<file path="src/rtl/jls_pkg.sv">
`default_nettype none
package jls_pkg;

  localparam int MAX_COLS_DEF = 1024;
  localparam int VALUE_W_DEF  = 32;
  localparam int ROW_LIMIT    = 1024;
  localparam int ROW_W        = $clog2(ROW_LIMIT);
  localparam int DIM_W        = 11;
  localparam int DIM_MIN      = 3;
  localparam int CFG_IDX_W    = 1;
  localparam int QUEUE_DEPTH  = 4;
  localparam int QPTR_W       = $clog2(QUEUE_DEPTH);
  localparam int QCNT_W       = $clog2(QUEUE_DEPTH + 2);

  typedef enum logic [CFG_IDX_W-1:0] {
    CFG_GRID_ROWS = 1'b0,
    CFG_GRID_COLS = 1'b1
  } cfg_idx_t;

  typedef struct packed {
    logic [QCNT_W-1:0] count;
    logic              empty;
  } jls_qstat_t;

endpackage
`default_nettype wire

</file>
<file path="src/rtl/jls_queue.sv">
`default_nettype none
module jls_queue
  import jls_pkg::*;
#(
  parameter int WIDTH = 4 * VALUE_W_DEF + 1 + ROW_W + $clog2(MAX_COLS_DEF)
) (
  input  wire logic             clk,
  input  wire logic             rst_n,
  input  wire logic             push,
  input  wire logic [WIDTH-1:0] wdata,
  input  wire logic             pop,
  output logic [WIDTH-1:0]      rdata,
  output jls_qstat_t            stat
);

  logic [WIDTH-1:0]  mem_r [QUEUE_DEPTH];
  logic [QPTR_W-1:0] wr_ptr_r;
  logic [QPTR_W-1:0] rd_ptr_r;
  logic [QCNT_W-1:0] count_r;

  always_ff @(posedge clk) begin
    if (!rst_n) begin
      wr_ptr_r <= '0;
      rd_ptr_r <= '0;
      count_r  <= '0;
    end else begin
      if (push) begin
        wr_ptr_r <= wr_ptr_r + QPTR_W'(1);
      end
      if (pop) begin
        rd_ptr_r <= rd_ptr_r + QPTR_W'(1);
      end
      count_r <= count_r + QCNT_W'(push) - QCNT_W'(pop);
    end
  end

  always_ff @(posedge clk) begin
    if (push) begin
      mem_r[wr_ptr_r] <= wdata;
    end
  end

  assign rdata      = mem_r[rd_ptr_r];
  assign stat.count = count_r;
  assign stat.empty = (count_r == '0);

endmodule
`default_nettype wire

</file>
<file path="config.mk">
export PLATFORM = sky130hd
export DESIGN_NAME = jls_queue
export DESIGN_NICKNAME = d
export VERILOG_FILES = /design/src/rtl/jls_pkg.sv /design/src/rtl/jls_queue.sv
export SDC_FILE = /design/constraint.sdc
export NUM_CORES = 1
export LEC_CHECK = 0
export CAP_MARGIN = 20
export CORE_MARGIN = 2
export CORE_UTILIZATION = 30
export CTS_CLUSTER_SIZE = 10
export DETAILED_ROUTE_END_ITERATION = 12
export DONT_BUFFER_PORTS = 1
export GPL_TIMING_DRIVEN = 0
export HOLD_SLACK_MARGIN = 0.15
export PLACE_DENSITY = 0.45
export SLEW_MARGIN = 20
export SYNTH_ARGS = -nofsm -noshare
export SYNTH_HDL_FRONTEND = slang
export SYNTH_SLANG_ARGS = --single-unit
</file>
<file path="constraint.sdc">
create_clock -name clk -period 4.75 [get_ports clk]
set_input_delay 0.2375 -clock clk [delete_from_list [all_inputs] [get_ports clk]]
set_output_delay 0.2375 -clock clk [all_outputs]
set_load 0.005 [all_outputs]
</file>
==> impl_metrics.toml <==
[outcome]
outcome = "complete, no violations"

[pwr]
p_seq_share_pct = 51.1
clockPowerShare_pct = 40.5
vdd_drop_max_mv = 0.271
power_density_nw_per_um2 = 446
internal_power_mw = 9.50
switchingPower_mw = 2.62
p_leak_nw = 8.50
swShare_pct = 21.6
pwr-share-comb_pct = 8.4

[sta]
fmax_mhz = 389
setup_slack_ns = 2.18
relSlewSlack_pct = 48.3
period_share_pct = 54.1
setup_viol = 0
grt_setup_unrepaired = "no"
slew_viol_final = 0
final_hold_viol_count = 0
min_period_ns = 2.57
final.setup.tns_ns = 0
tightest_slew_ns = 0.775
skew_ns = 0.0159

[clock_network]
htreeDepth = 3
cts_max_path_buffers = 3
clk_root_buffer_cell = "clkbuf_16"
cts_sinks = 605
clk_latency_ns = 0.59
cts_tree = "yes"
cts_resized = 0
cts_buffers = 73
cts.clk_slew.worst_paths_ns = 0.05

[placement]
place.gp.congestion = 0.644
placed_cell_area_um2 = 23600
dp_slack_ns = 2.53
dp_hpwl_mm = 29.5
io_buffers = 0

[synth]
synth-simple-area-share_pct = 0.314
synth.area.mux_share_pct = 15.3
synth_top_family_by_area = "multiplexers"
synth_cell_types = 18
synth_area_um2 = 21900
ys_ff_latch = 605
synth-seq-area-share_pct = 82.4
synth_warnings = 0
synthXorXnorAreaFrac_pct = 0.188
synth-compound-area-share_pct = 0.0684
syn_inst = 821
synth_nets = 981
synthAdderAreaFrac_pct = 0.433
syn_avg_cell_area_um2 = 26.7

[routing]
drt-total-wl_mm = 47.2
wl_per_cell_um = 23.0
drt_iter0_drc = 485
num_vias = 9462
drc = 0
antenna_left = 0
dr.pass1.iters = 6
vias_per_cell = 4.60

[grt]
grt_pass1_vias = 10300
antenna_found_initial = 3
grt_pass1_wl_mm = 69.3
grt_overflow_total = 0
grt_max_degree = 42
grt.total_usage_pct = 12.6

[setup_path]
r2r-start = "count_r[0]"
start_kind = "flip-flop"
cp.required_ns = 4.51
critPathCapture = "rdata[100]"
worst_setup_path_end_kind = "primary output"
rrSetupSlack_ns = 2.56
r2r_end = "count_r[1]"
cp_max_fo = 11
critPathKind = "reg2out"
arrival_ns = 2.33
ff2ff_path_depth = 7

[floorplanning]
ios = 306
start_util_pct = 30.2
fp.coreArea_um2 = 72700
rows = 99
fp.dieW_um = 274
die-area_um2 = 75300
die_h_um = 274

[finish]
areaGrowthSynthToFinish_pct = 23.8
layout_commonest_cell = "edfxtp_1"
final_cell_mix = "edfxtp_1 (596), dlygate4sd3_1 (154), mux4_2 (149)"
finalNetCount = 1226
postLayoutCellArea_um2 = 27200
drive_gt1_share_pct = 26.1

[flow_run]
maxCapViolCount = 0

[min_path]
hp-class = "in2reg"
## flip-flops by register name (all words and copies together), names as in the netlist, named ones only
name      flops
wr_ptr_r      2
mem_r       596
rd_ptr_r      2
count_r       3
## power by group through the flow
stage | logic (mW) | clock network [mW] | registers, mW
after global placement | 0.845 | 0 | 6.38
after floorplan | 0.580 | 0 | 6.33
after global routing | 1.11 | 5.28 | 6.21
final | 1.01 | 4.91 | 6.20
after detailed placement | 0.897 | 0 | 6.31
after CTS | 1.06 | 5.10 | 6.20
## synth_stat cells, drive strengths merged
| library cell | count | area (um2) |
|---|---|---|
| nor2 | 5 | 18.8 |
| ha | 6 | 75.1 |
| inv | 7 | 26.3 |
| clkbuf | 4 | 15.0 |
| and2 | 6 | 37.5 |
| xnor2 | 2 | 17.5 |
| edfxtp | 596 | 17900 |
| a21bo | 1 | 10.0 |
| fa | 1 | 20.0 |
| buf | 30 | 238 |
| xor3 | 1 | 23.8 |
| mux2i | 1 | 10.0 |
| mux4 | 149 | 3360 |
| nor3 | 1 | 5.00 |
| a21oi | 1 | 5.00 |
| dfxtp | 9 | 180 |
| nand3b | 1 | 7.51 |
## metrics by stage
step / instances / hold slack [ns] / power (mW) / util (%)
after floorplan: 821 / 0.336 / 6.91 / -
after global placement: 1780 / 0.337 / 7.22 / 31.8
after detailed placement: 1796 / 0.336 / 7.21 / 32.4
after CTS: 2054 / 0.208 / 12.4 / 37.4
after global routing: 2055 / 0.269 / 12.6 / 37.4
final: 2057 / 0.262 / 12.1 / 37.4
## worst min-delay path by stage
| stage | start | to | slack [ns] | cells past startpoint |
|---|---|---|---|---|
| detailed placement | wdata[64] | mem_r[0][64] | 0.34 | 0 |
| finish | pop | count_r[2] | 0.26 | 5 |
| floorplan | wdata[0] | mem_r[0][0] | 0.34 | 0 |
| global placement | wdata[32] | mem_r[2][32] | 0.34 | 0 |
| CTS | pop | count_r[2] | 0.21 | 5 |
| global route | pop | count_r[2] | 0.27 | 5 |
## routing by layer
| layer | global-route usage (%) | vias up | share of wire (%) |
|---|---|---|---|
| li1 | - | 4050 | - |
| met2 | 20.7 | 240 | 50 |
| met5 | 0 | - | 0.030 |
| met3 | 4.20 | 81 | 7.0 |
| met4 | 4.51 | 2 | 2.7 |
| met1 | 15.7 | 5089 | 41 |
## cell families (layout without fill, tap and decap cells)
family | after synthesis | in the layout
buf+inv | 41 | 315
simple gates | 13 | 13
xor+xnor | 3 | 3
fa+ha+maj | 7 | 7
other cells | 0 | 3
compound gates | 2 | 2
flops | 605 | 605
mux | 150 | 150
## worst max-delay path, stage by stage, from the launching register on
cell      delay [ns]
dfxtp_1         0.30
buf_2           0.17
clkbuf_2        0.42
buf_2           0.39
mux4_2          0.44
## what timing repair did
item,4_1_cts,5_1_grt
hold buffers,154,0
endpoints found under the hold margin,661,0
setup buffers,0,0
endpoints found under the setup margin,0,0
## cell type report
type	count	area, um2
Tap cell	959	1200
Sequential cell	605	18100
Clock inverter	12	104
Clock buffer	92	1960
Buffer	34	254
Antenna cell	3	7.51
Fill cell	6542	45500
Inverter	7	26.3
Timing Repair Buffer	170	1940
Multi-Input combinational cell	175	3600
Power figures use the tool's default switching activity.
