## src/rtl/jls_pkg.sv

```systemverilog
`default_nettype none
package jls_pkg;

  localparam int MAX_COLS_DEF = 1024;
  localparam int VALUE_W_DEF  = 32;
  localparam int ROW_LIMIT    = 1024;
  localparam int ROW_W        = $clog2(ROW_LIMIT);
  localparam int DIM_W        = 11;
  localparam int DIM_MIN      = 3;
  localparam int CFG_IDX_W    = 1;
  localparam int QUEUE_DEPTH  = 4;
  localparam int QPTR_W       = $clog2(QUEUE_DEPTH);
  localparam int QCNT_W       = $clog2(QUEUE_DEPTH + 2);

  typedef enum logic [CFG_IDX_W-1:0] {
    CFG_GRID_ROWS = 1'b0,
    CFG_GRID_COLS = 1'b1
  } cfg_idx_t;

  typedef struct packed {
    logic [QCNT_W-1:0] count;
    logic              empty;
  } jls_qstat_t;

endpackage
`default_nettype wire

```

## src/rtl/jls_back.sv

```systemverilog
`default_nettype none
module jls_back
  import jls_pkg::*;
#(
  parameter int MAX_COLS    = MAX_COLS_DEF,
  parameter int VALUE_WIDTH = VALUE_W_DEF,
  localparam int COL_W      = $clog2(MAX_COLS),
  localparam int ENTRY_W    = 4 * VALUE_WIDTH + 1 + ROW_W + COL_W
) (
  input  wire logic                clk,
  input  wire logic                rst_n,
  input  wire logic [ENTRY_W-1:0]  q_rdata,
  input  wire jls_qstat_t          q_stat,
  output logic                     q_pop,
  output logic                     out_empty,
  input  wire logic                out_pop,
  output logic signed [VALUE_WIDTH-1:0] out_new_value,
  output logic [ROW_W-1:0]         out_cell_row,
  output logic [COL_W-1:0]         out_cell_col,
  output logic                     out_last_cell
);

  logic signed [VALUE_WIDTH-1:0] op_up, op_down, op_left, op_right;
  logic                          op_last;
  logic [ROW_W-1:0]              op_row;
  logic [COL_W-1:0]              op_col;

  logic                          a_valid_r;
  logic signed [VALUE_WIDTH:0]   sum_ab_r;
  logic signed [VALUE_WIDTH:0]   sum_cd_r;
  logic                          a_last_r;
  logic [ROW_W-1:0]              a_row_r;
  logic [COL_W-1:0]              a_col_r;
  logic signed [VALUE_WIDTH+1:0] sum_all;

  logic                          out_valid_r;
  logic [VALUE_WIDTH-1:0]        out_value_r;
  logic [ROW_W-1:0]              out_row_r;
  logic [COL_W-1:0]              out_col_r;
  logic                          out_last_r;

  logic                          load_a;
  logic                          load_b;

  assign {op_up, op_down, op_left, op_right, op_last, op_row, op_col} = q_rdata;

  assign load_b = a_valid_r & (~out_valid_r | out_pop);
  assign load_a = ~q_stat.empty & (~a_valid_r | load_b);
  assign q_pop  = load_a;

  assign sum_all = {sum_ab_r[VALUE_WIDTH], sum_ab_r} + {sum_cd_r[VALUE_WIDTH], sum_cd_r};

  always_ff @(posedge clk) begin
    if (!rst_n) begin
      a_valid_r   <= 1'b0;
      out_valid_r <= 1'b0;
    end else begin
      if (load_a) begin
        a_valid_r <= 1'b1;
      end else if (load_b) begin
        a_valid_r <= 1'b0;
      end
      if (load_b) begin
        out_valid_r <= 1'b1;
      end else if (out_pop) begin
        out_valid_r <= 1'b0;
      end
    end
  end

  always_ff @(posedge clk) begin
    if (load_a) begin
      sum_ab_r <= {op_up[VALUE_WIDTH-1], op_up} + {op_down[VALUE_WIDTH-1], op_down};
      sum_cd_r <= {op_left[VALUE_WIDTH-1], op_left} + {op_right[VALUE_WIDTH-1], op_right};
      a_last_r <= op_last;
      a_row_r  <= op_row;
      a_col_r  <= op_col;
    end
    if (load_b) begin
      out_value_r <= sum_all[VALUE_WIDTH+1:2];
      out_row_r   <= a_row_r;
      out_col_r   <= a_col_r;
      out_last_r  <= a_last_r;
    end
  end

  assign out_empty     = ~out_valid_r;
  assign out_new_value = out_value_r;
  assign out_cell_row  = out_row_r;
  assign out_cell_col  = out_col_r;
  assign out_last_cell = out_last_r;

endmodule
`default_nettype wire

```

## config.mk

```make
export PLATFORM = sky130hd
export DESIGN_NAME = jls_back
export DESIGN_NICKNAME = d
export VERILOG_FILES = /design/src/rtl/jls_pkg.sv /design/src/rtl/jls_back.sv
export SDC_FILE = /design/constraint.sdc
export NUM_CORES = 1
export LEC_CHECK = 0
export BUFFER_PORTS_ARGS = -buffer_cell sky130_fd_sc_hd__buf_2
export CORE_AREA = 5 5 137 139
export CTS_CLUSTER_SIZE = 12
export DETAILED_ROUTE_END_ITERATION = 8
export DIE_AREA = 0 0 142 144
export PLACE_DENSITY = 0.84
export SETUP_SLACK_MARGIN = 0.5
export SLEW_MARGIN = 10
export SYNTH_ARGS = -nofsm -noshare
export SYNTH_HDL_FRONTEND = slang
export SYNTH_SLANG_ARGS = --single-unit
```

## constraint.sdc

```tcl
create_clock -name clk -period 6.9 [get_ports clk]
set_input_delay 0.345 -clock clk [delete_from_list [all_inputs] [get_ports clk]]
set_output_delay 0.345 -clock clk [all_outputs]
set_load 0.01 [all_outputs]
```

==> flow_summary.json, run 1 <==
{
  "yosysTopAreaCell": "edfxtp_1",
  "drtIter0Drc": 413,
  "required_ps": 7070,
  "pin_count": 211,
  "instances_no_fill": 1291,
  "start_util_pct": 53.1,
  "clock_latency_ps": 420,
  "cts.sink_count": 142,
  "async_reset_ff_share_pct": 0,
  "grt_pass1_wl_mm": 33.3,
  "clock_path_buffers": 2,
  "ys_seq_area_share_pct": 45.6,
  "die_w_um": 142,
  "die_height_um": 144,
  "syn2layout_area_growth_pct": 19.8,
  "holdWs_ps": 103,
  "cp-end-kind": "flip-flop",
  "fin_skew_ps": 10.8,
  "max_cap_violations": 0,
  "antenna_found_initial": 0,
  "wl_per_cell_um": 16.0,
  "via_per_inst": 5.58,
  "max_stage_delay_ps": 600,
  "cts_root_buffer": "clkbuf_16",
  "total_power_mw": 2.91,
  "cts_setup_buffers": 0,
  "grt_max_degree": 67,
  "crit_buf_inv": 0,
  "dp_cells": 1259,
  "grt_setup_unrepaired": "false",
  "synth_top_area_share_pct": 45.1,
  "cts_hold_buffers": 0,
  "worst-setup-path-type": "flip-flop to flip-flop",
  "post_dp_cell_area_mm2": 0.0106,
  "postRouteAntennaNets": 0,
  "fmaxAchievable_mhz": 374,
  "vias": 7199,
  "place_congestion": 0.906,
  "cts_resized": 0,
  "synth_area_per_cell_um2": 11.1,
  "slowest_stage": "or4_1",
  "cts_tree": "built",
  "crit_chain": "ha_1 -> and2_1 -> nand3_1 -> nor2_1 -> a211o_2 -> a21boi_0 -> or4_1 -> a22o_1",
  "path_max_fanout": 5,
  "synth_area_mm2": 0.00931,
  "cts_buffers": 17,
  "arrival_ps": 2840,
  "yosys-top-cells-area": "edfxtp_1 (45%), ha_1 (13%), xnor2_1 (5.1%)",
  "hold_viol": 0,
  "period_needed_ps": 2680,
  "place_hpwl_mm": 16.9,
  "design_area_mm2": 0.0112,
  "core_mm2": 0.0175,
  "grt_pass1_vias": 6887,
  "port_buffers": 207,
  "ys_warn_count": 0,
  "cts_max_level": 4,
  "startpoint_type": "flip-flop",
  "slew_viol_final": 0,
  "n_antenna_cell": 0,
  "syn_inst": 839,
  "grt_usage_pct": 20.2,
  "clk_pin_slew_ps": 60,
  "fin_crit_sh_pct": 38.8,
  "layout-drive-gt1-share_pct": 26.6,
  "gr-total-overflow": 0,
  "p_leak_nw": 4.75,
  "tightestPinTransition_ps": 783,
  "synth_nets": 1093,
  "status": "complete, no violations",
  "synth_cell_types": 83,
  "hold_path_class": "primary input to flip-flop",
  "dieArea_mm2": 0.0204,
  "maxSlewHeadroom_pct": 47.8,
  "synth_edf_count": 140,
  "ir_drop_uv": 150,
  "fin_nets": 1303,
  "synth_seq_cells": 142,
  "drt-total-wl_mm": 20.6,
  "crit_family": "simple AND/OR/NAND/NOR gates",
  "pwr_density_cell_mw_per_mm2": 261,
  "ys.flop_type": "edfxtp_1",
  "rows": 49,
  "setup_viol": 0,
  "route.detailed.drc": 0,
  "finalSetupTns_ps": 0,
  "drtPass1Iterations": 5
}
stage by stage:
| stage | setup slack [ps] | utilization, % |
|---|---|---|
| detailed placement | 3980 | 60.4 |
| finish | 4220 | 63.6 |
| global route | 4050 | 63.6 |
| CTS | 4220 | 63.6 |
| global placement | 3990 | 60.4 |
| floorplan | 1480 | - |
cell usage after synthesis (4+ instances only):
library cell and n:
a21oi_2 8, and2_1 6, nand3_1 18, o21bai_1 12, inv_1 20, nor2b_1 13
xnor2_1 54, a31oi_1 11, ha_1 96, nor3_1 7, nor2_1 54, a21o_1 39
nand2b_1 15, o21ai_0 36, o21ai_1 5, nand4_1 16, xor2_1 31, nand2_1 54
clkbuf_1 15, edfxtp_1 140, and3_1 4, o31ai_1 6, a211oi_1 5, o21a_1 6
a21oi_1 78, a21boi_0 5
worst reg2reg max path, cell delays in order (launching register included):
cell,delay [ps]
edfxtp_1,430
ha_1,400
and2_1,240
nand3_1,110
nor2_1,120
a211o_2,190
a21boi_0,150
or4_1,600
a22o_1,200
cell families after synthesis:
group / share of synthesized area, %
xor+xnor: 7.99
simple gates: 11.3
flops: 45.6
mux: 0.215
buf+inv: 1.75
compound gates: 19.9
fa+ha+maj: 13.3
placed cells by master, fill, tap and decap left out, types with 4 or more instances in the layout:
cell	n
inv_6	7
ha_1	96
xor2_1	31
and2_1	6
nor2b_1	12
a211oi_1	5
buf_2	207
inv_1	20
nand4_1	16
nand2b_1	15
clkbuf_16	17
a21boi_0	5
xnor2_1	54
nor2_1	54
a21oi_2	8
a21oi_1	77
a31oi_1	11
nor3_1	7
o21ai_0	36
and3_1	4
o21a_1	6
o21bai_1	12
o31ai_1	6
nand2_1	54
inv_8	4
o21ai_1	5
a21o_1	39
nand3_1	18
edfxtp_1	140
metal layers:
layer	part of all wire (%)	up-vias	global-route usage (%)	wire (um)
li1	-	3629	-	-
met1	44	3332	27.2	9180
met2	49	211	34.5	10200
met3	4.5	27	2.28	922
met4	1.9	0	6.36	391
met5	0	-	0	0
layout make-up:
class	count	area (um^2)
Clock buffer	17	425
Fill cell	1465	6380
Timing Repair Buffer	210	1060
Inverter	20	75.1
Sequential cell	142	4240
Clock inverter	15	139
Multi-Input combinational cell	658	4920
Tap cell	229	287
where the power goes:
part | internal (mW) | switching (mW)
logic | 0.387 | 0.519
registers | 1.11 | 0.0332
clock network | 0.478 | 0.383
total | 1.98 | 0.935
state kept, by name, summed over array words and instances, names as in the netlist:
signal,cells
out_valid_r,1
sum_cd_r,33
sum_ab_r,33
a_row_r,10
out_cell_row,10
out_last_cell,1
out_cell_col,10
out_new_value,32
a_col_r,10
a_valid_r,1
a_last_r,1
path summary, 6_finish.rpt:
check	depth (start not counted)	end	slack (ps)	startpoint
max	8	out_new_value[31]	4220	sum_ab_r[11]
min	1	a_row_r[9]	100	q_rdata[19]
max reg2reg	8	out_new_value[31]	4220	sum_ab_r[11]
min reg2reg	0	out_cell_row[9]	420	a_row_r[9]
(Power assumes the default switching activity.)
==> run 2: changes to the inputs <==
--- a/config.mk
+++ b/config.mk
@@ -5,12 +5,13 @@
 export SDC_FILE = /design/constraint.sdc
 export NUM_CORES = 1
 export LEC_CHECK = 0
+export ABC_AREA = 1
 export BUFFER_PORTS_ARGS = -buffer_cell sky130_fd_sc_hd__buf_2
-export CORE_AREA = 5 5 137 139
+export CORE_AREA = 5 5 152 154
 export CTS_CLUSTER_SIZE = 12
 export DETAILED_ROUTE_END_ITERATION = 8
-export DIE_AREA = 0 0 142 144
-export PLACE_DENSITY = 0.84
+export DIE_AREA = 0 0 157 159
+export PLACE_DENSITY = 0.8
 export SETUP_SLACK_MARGIN = 0.5
 export SLEW_MARGIN = 10
 export SYNTH_ARGS = -nofsm -noshare
==> constraint.sdc (replaced) <==
create_clock -name clk -period 2.17 [get_ports clk]
set_input_delay 0.1085 -clock clk [delete_from_list [all_inputs] [get_ports clk]]
set_output_delay 0.1085 -clock clk [all_outputs]
set_load 0.01 [all_outputs]
==> flow_summary.json, run 2 <==
{
  "status": "complete, no violations",
  "clock_path_buffers": 2,
  "grt_usage_pct": 24.0,
  "rows": 54,
  "layout-drive-gt1-share_pct": 28.1,
  "synth_most_common_cell": "nand2_1",
  "r2r_slack_ps": 230,
  "synth_top_family_by_area": "simple AND/OR/NAND/NOR gates",
  "hold_path_class": "primary input to flip-flop",
  "fmaxAchievable_mhz": 515,
  "required_ps": 2370,
  "slowest_stage": "edfxtp_1",
  "grt_pass1_wl_mm": 48.4,
  "power.share.switching_pct": 35.2,
  "seq_power_share_pct": 33.4,
  "dieArea_mm2": 0.0250,
  "p_leak_nw": 6.65,
  "worstHoldStart": "out_pop",
  "wl_per_cell_um": 16.0,
  "cts.sink_count": 142,
  "antenna_found_initial": 0,
  "ys_seq_area_share_pct": 39.5,
  "hold_viol": 0,
  "cts_tree": "built",
  "synth_nets": 1654,
  "tightestPinTransition_ps": 372,
  "p_switching_mw": 3.90,
  "n_antenna_cell": 0,
  "async_reset_ff_share_pct": 0,
  "setup_viol": 0,
  "layout_setup_ws_ps": 230,
  "synth-simple-area-share_pct": 28.0,
  "clkPwrFrac_pct": 27.5,
  "place_hpwl_mm": 24.1,
  "drtIter0Drc": 811,
  "die_w_um": 157,
  "cts_root_buffer": "clkbuf_16",
  "via_per_inst": 5.36,
  "cp-end-kind": "flip-flop",
  "ir_drop_uv": 600,
  "path_max_fanout": 4,
  "gr-total-overflow": 0,
  "arrival_ps": 2140,
  "fin_nets": 1940,
  "design_area_mm2": 0.0143,
  "ys_warn_count": 0,
  "cp_common_cell": "nand2_2",
  "core_mm2": 0.0216,
  "port_buffers": 207,
  "yosysTopAreaCell": "edfxtp_1",
  "pwr_density_cell_mw_per_mm2": 776,
  "nFillCells": 1711,
  "crit_path_end": "out_new_value[28]",
  "syn_inst": 1400,
  "rr_startpoint": "sum_cd_r[18]",
  "cell_internal_pwr_mw": 7.19,
  "max_cap_violations": 0,
  "place_ws_ps": 140,
  "maxSlewHeadroom_pct": 74.9,
  "synth_area_mm2": 0.0108,
  "synth_area_per_cell_um2": 7.68,
  "place_congestion": 0.954,
  "synth.mux.area_fraction_pct": 0,
  "pin_count": 211,
  "syn2layout_area_growth_pct": 32.8,
  "crit_buf_inv": 1,
  "r2r_cells": 8,
  "startpoint": "sum_cd_r[18]",
  "route.detailed.drc": 0,
  "cts_max_level": 4,
  "grt_setup_unrepaired": "true",
  "cts_buffers": 17,
  "yosys-top-cells-area": "edfxtp_1 (39%), nand2_1 (15%), ha_1 (11%)",
  "synth_cell_types": 32,
  "startpoint_type": "flip-flop",
  "netlist_top_cells_count": "nand2_1 (426), inv_1 (189), edfxtp_1 (140)",
  "postRouteAntennaNets": 0,
  "post_dp_cell_area_mm2": 0.0123,
  "mostFrequentLayoutCells": "nand2_1 (386), buf_2 (207), inv_1 (181)",
  "layout_commonest_cell": "nand2_1",
  "path_depth": 8,
  "synth_seq_cells": 142,
  "fin_crit_sh_pct": 89.4,
  "synth_compound_area_share_pct": 9.91,
  "synth_edf_count": 140,
  "drt-total-wl_mm": 31.6,
  "grt_max_degree": 59,
  "regToRegEndpoint": "out_new_value[28]",
  "ys.flop_type": "edfxtp_1",
  "clk_pin_slew_ps": 70,
  "crit_family": "simple AND/OR/NAND/NOR gates",
  "slew_viol_final": 0,
  "synthAdderAreaFrac_pct": 11.5,
  "clock_latency_ps": 430,
  "worst-setup-path-type": "flip-flop to flip-flop",
  "synth_top_area_share_pct": 39.1,
  "period_needed_ps": 1940,
  "fin_skew_ps": 13.0,
  "vias": 10600,
  "crit_chain": "ha_4 -> nand2_1 -> nor2_4 -> inv_1 -> nor3_1 -> nand2_2 -> nand3_2 -> nand2_2",
  "start_util_pct": 49.9,
  "grt_pass1_vias": 10100,
  "drtPass1Iterations": 6,
  "die_height_um": 159,
  "max_stage_delay_ps": 420,
  "combPwrFrac_pct": 39.1,
  "synth-xor-area-share_pct": 4.40
}
[run 2: logic make-up (layout without fill, tap and decap cells)]
family,count (synthesis),after routing
AOI/OAI and AO/OA,203,203
xor gates and xnor gates,54,54
adders and majority gates,98,98
buffers and inverters,192,491
DFF,142,142
and+or+nand+nor,711,711
[run 2: worst reg2reg max path: stages, from the launching register on]
cell and delay (ps):
edfxtp_1 420, ha_4 340, nand2_1 170, nor2_4 210
inv_1 90, nor3_1 250, nand2_2 120, nand3_2 80
nand2_2 40
[run 2: layout make-up]
| type | instances | area [um^2] | area share (%) |
|---|---|---|---|
| multi-input cells | 1066 | 6730 | 47.1 |
| flip-flops and latches | 142 | 4250 | 29.7 |
| repair buffers | 267 | 1620 | 11.3 |
| inverters | 192 | 724 | 5.07 |
| clock buffers | 18 | 429 | 3.00 |
| well taps | 280 | 350 | 2.45 |
| clock inverters | 14 | 190 | 1.33 |
[run 2: metal layers]
| metal | wire length (um) | track usage, % | vias up |
|---|---|---|---|
| li1 | - | - | 5213 |
| met3 | 2490 | 3.62 | 75 |
| met1 | 13000 | 30.9 | 4821 |
| met2 | 15300 | 41.8 | 507 |
| met5 | 0 | 0 | - |
| met4 | 795 | 6.51 | 0 |
[run 2: how the worst min path moves through the flow]
stage	end	slack [ps]	cells after the start
6_report	out_valid_r	20	4
2_1_floorplan	a_valid_r	190	1
5_1_grt	out_valid_r	30	4
3_5_place_dp	a_row_r[7]	290	1
3_3_place_gp	a_col_r[9]	290	1
4_1_cts	out_valid_r	10	4
[run 2: power by group through the flow]
stage | combinational (mW) | clock (mW) | sequential (mW)
final | 4.33 | 3.05 | 3.71
after global routing | 4.73 | 3.21 | 3.73
after CTS | 3.84 | 3.07 | 3.70
after detailed placement | 3.30 | 0 | 3.69
after global placement | 3.25 | 0 | 3.68
after floorplan | 2.26 | 0 | 3.71
[run 2: stage by stage]
stage          std cells  utilization (%)  TNS, ps  hold slack (ps)  power (mW)
2_1_floorplan       1400                -    -4800              193        5.96
5_1_grt             1979             66.3        0             29.5        11.7
4_1_cts             1964             64.4        0             10.6        10.6
3_3_place_gp        1891             57.2        0              286        6.93
3_5_place_dp        1891             57.2        0              288        7.00
6_report            1979             66.3        0             17.8        11.1
[run 2: timing repair]
action,4_1_cts,5_1_grt
pin swaps,30,33
endpoints found under the hold margin,24,0
hold buffers,25,0
buffers inserted,16,14
cloned,0,1
gates resized for setup,117,74
setup endpoints to repair,24,39
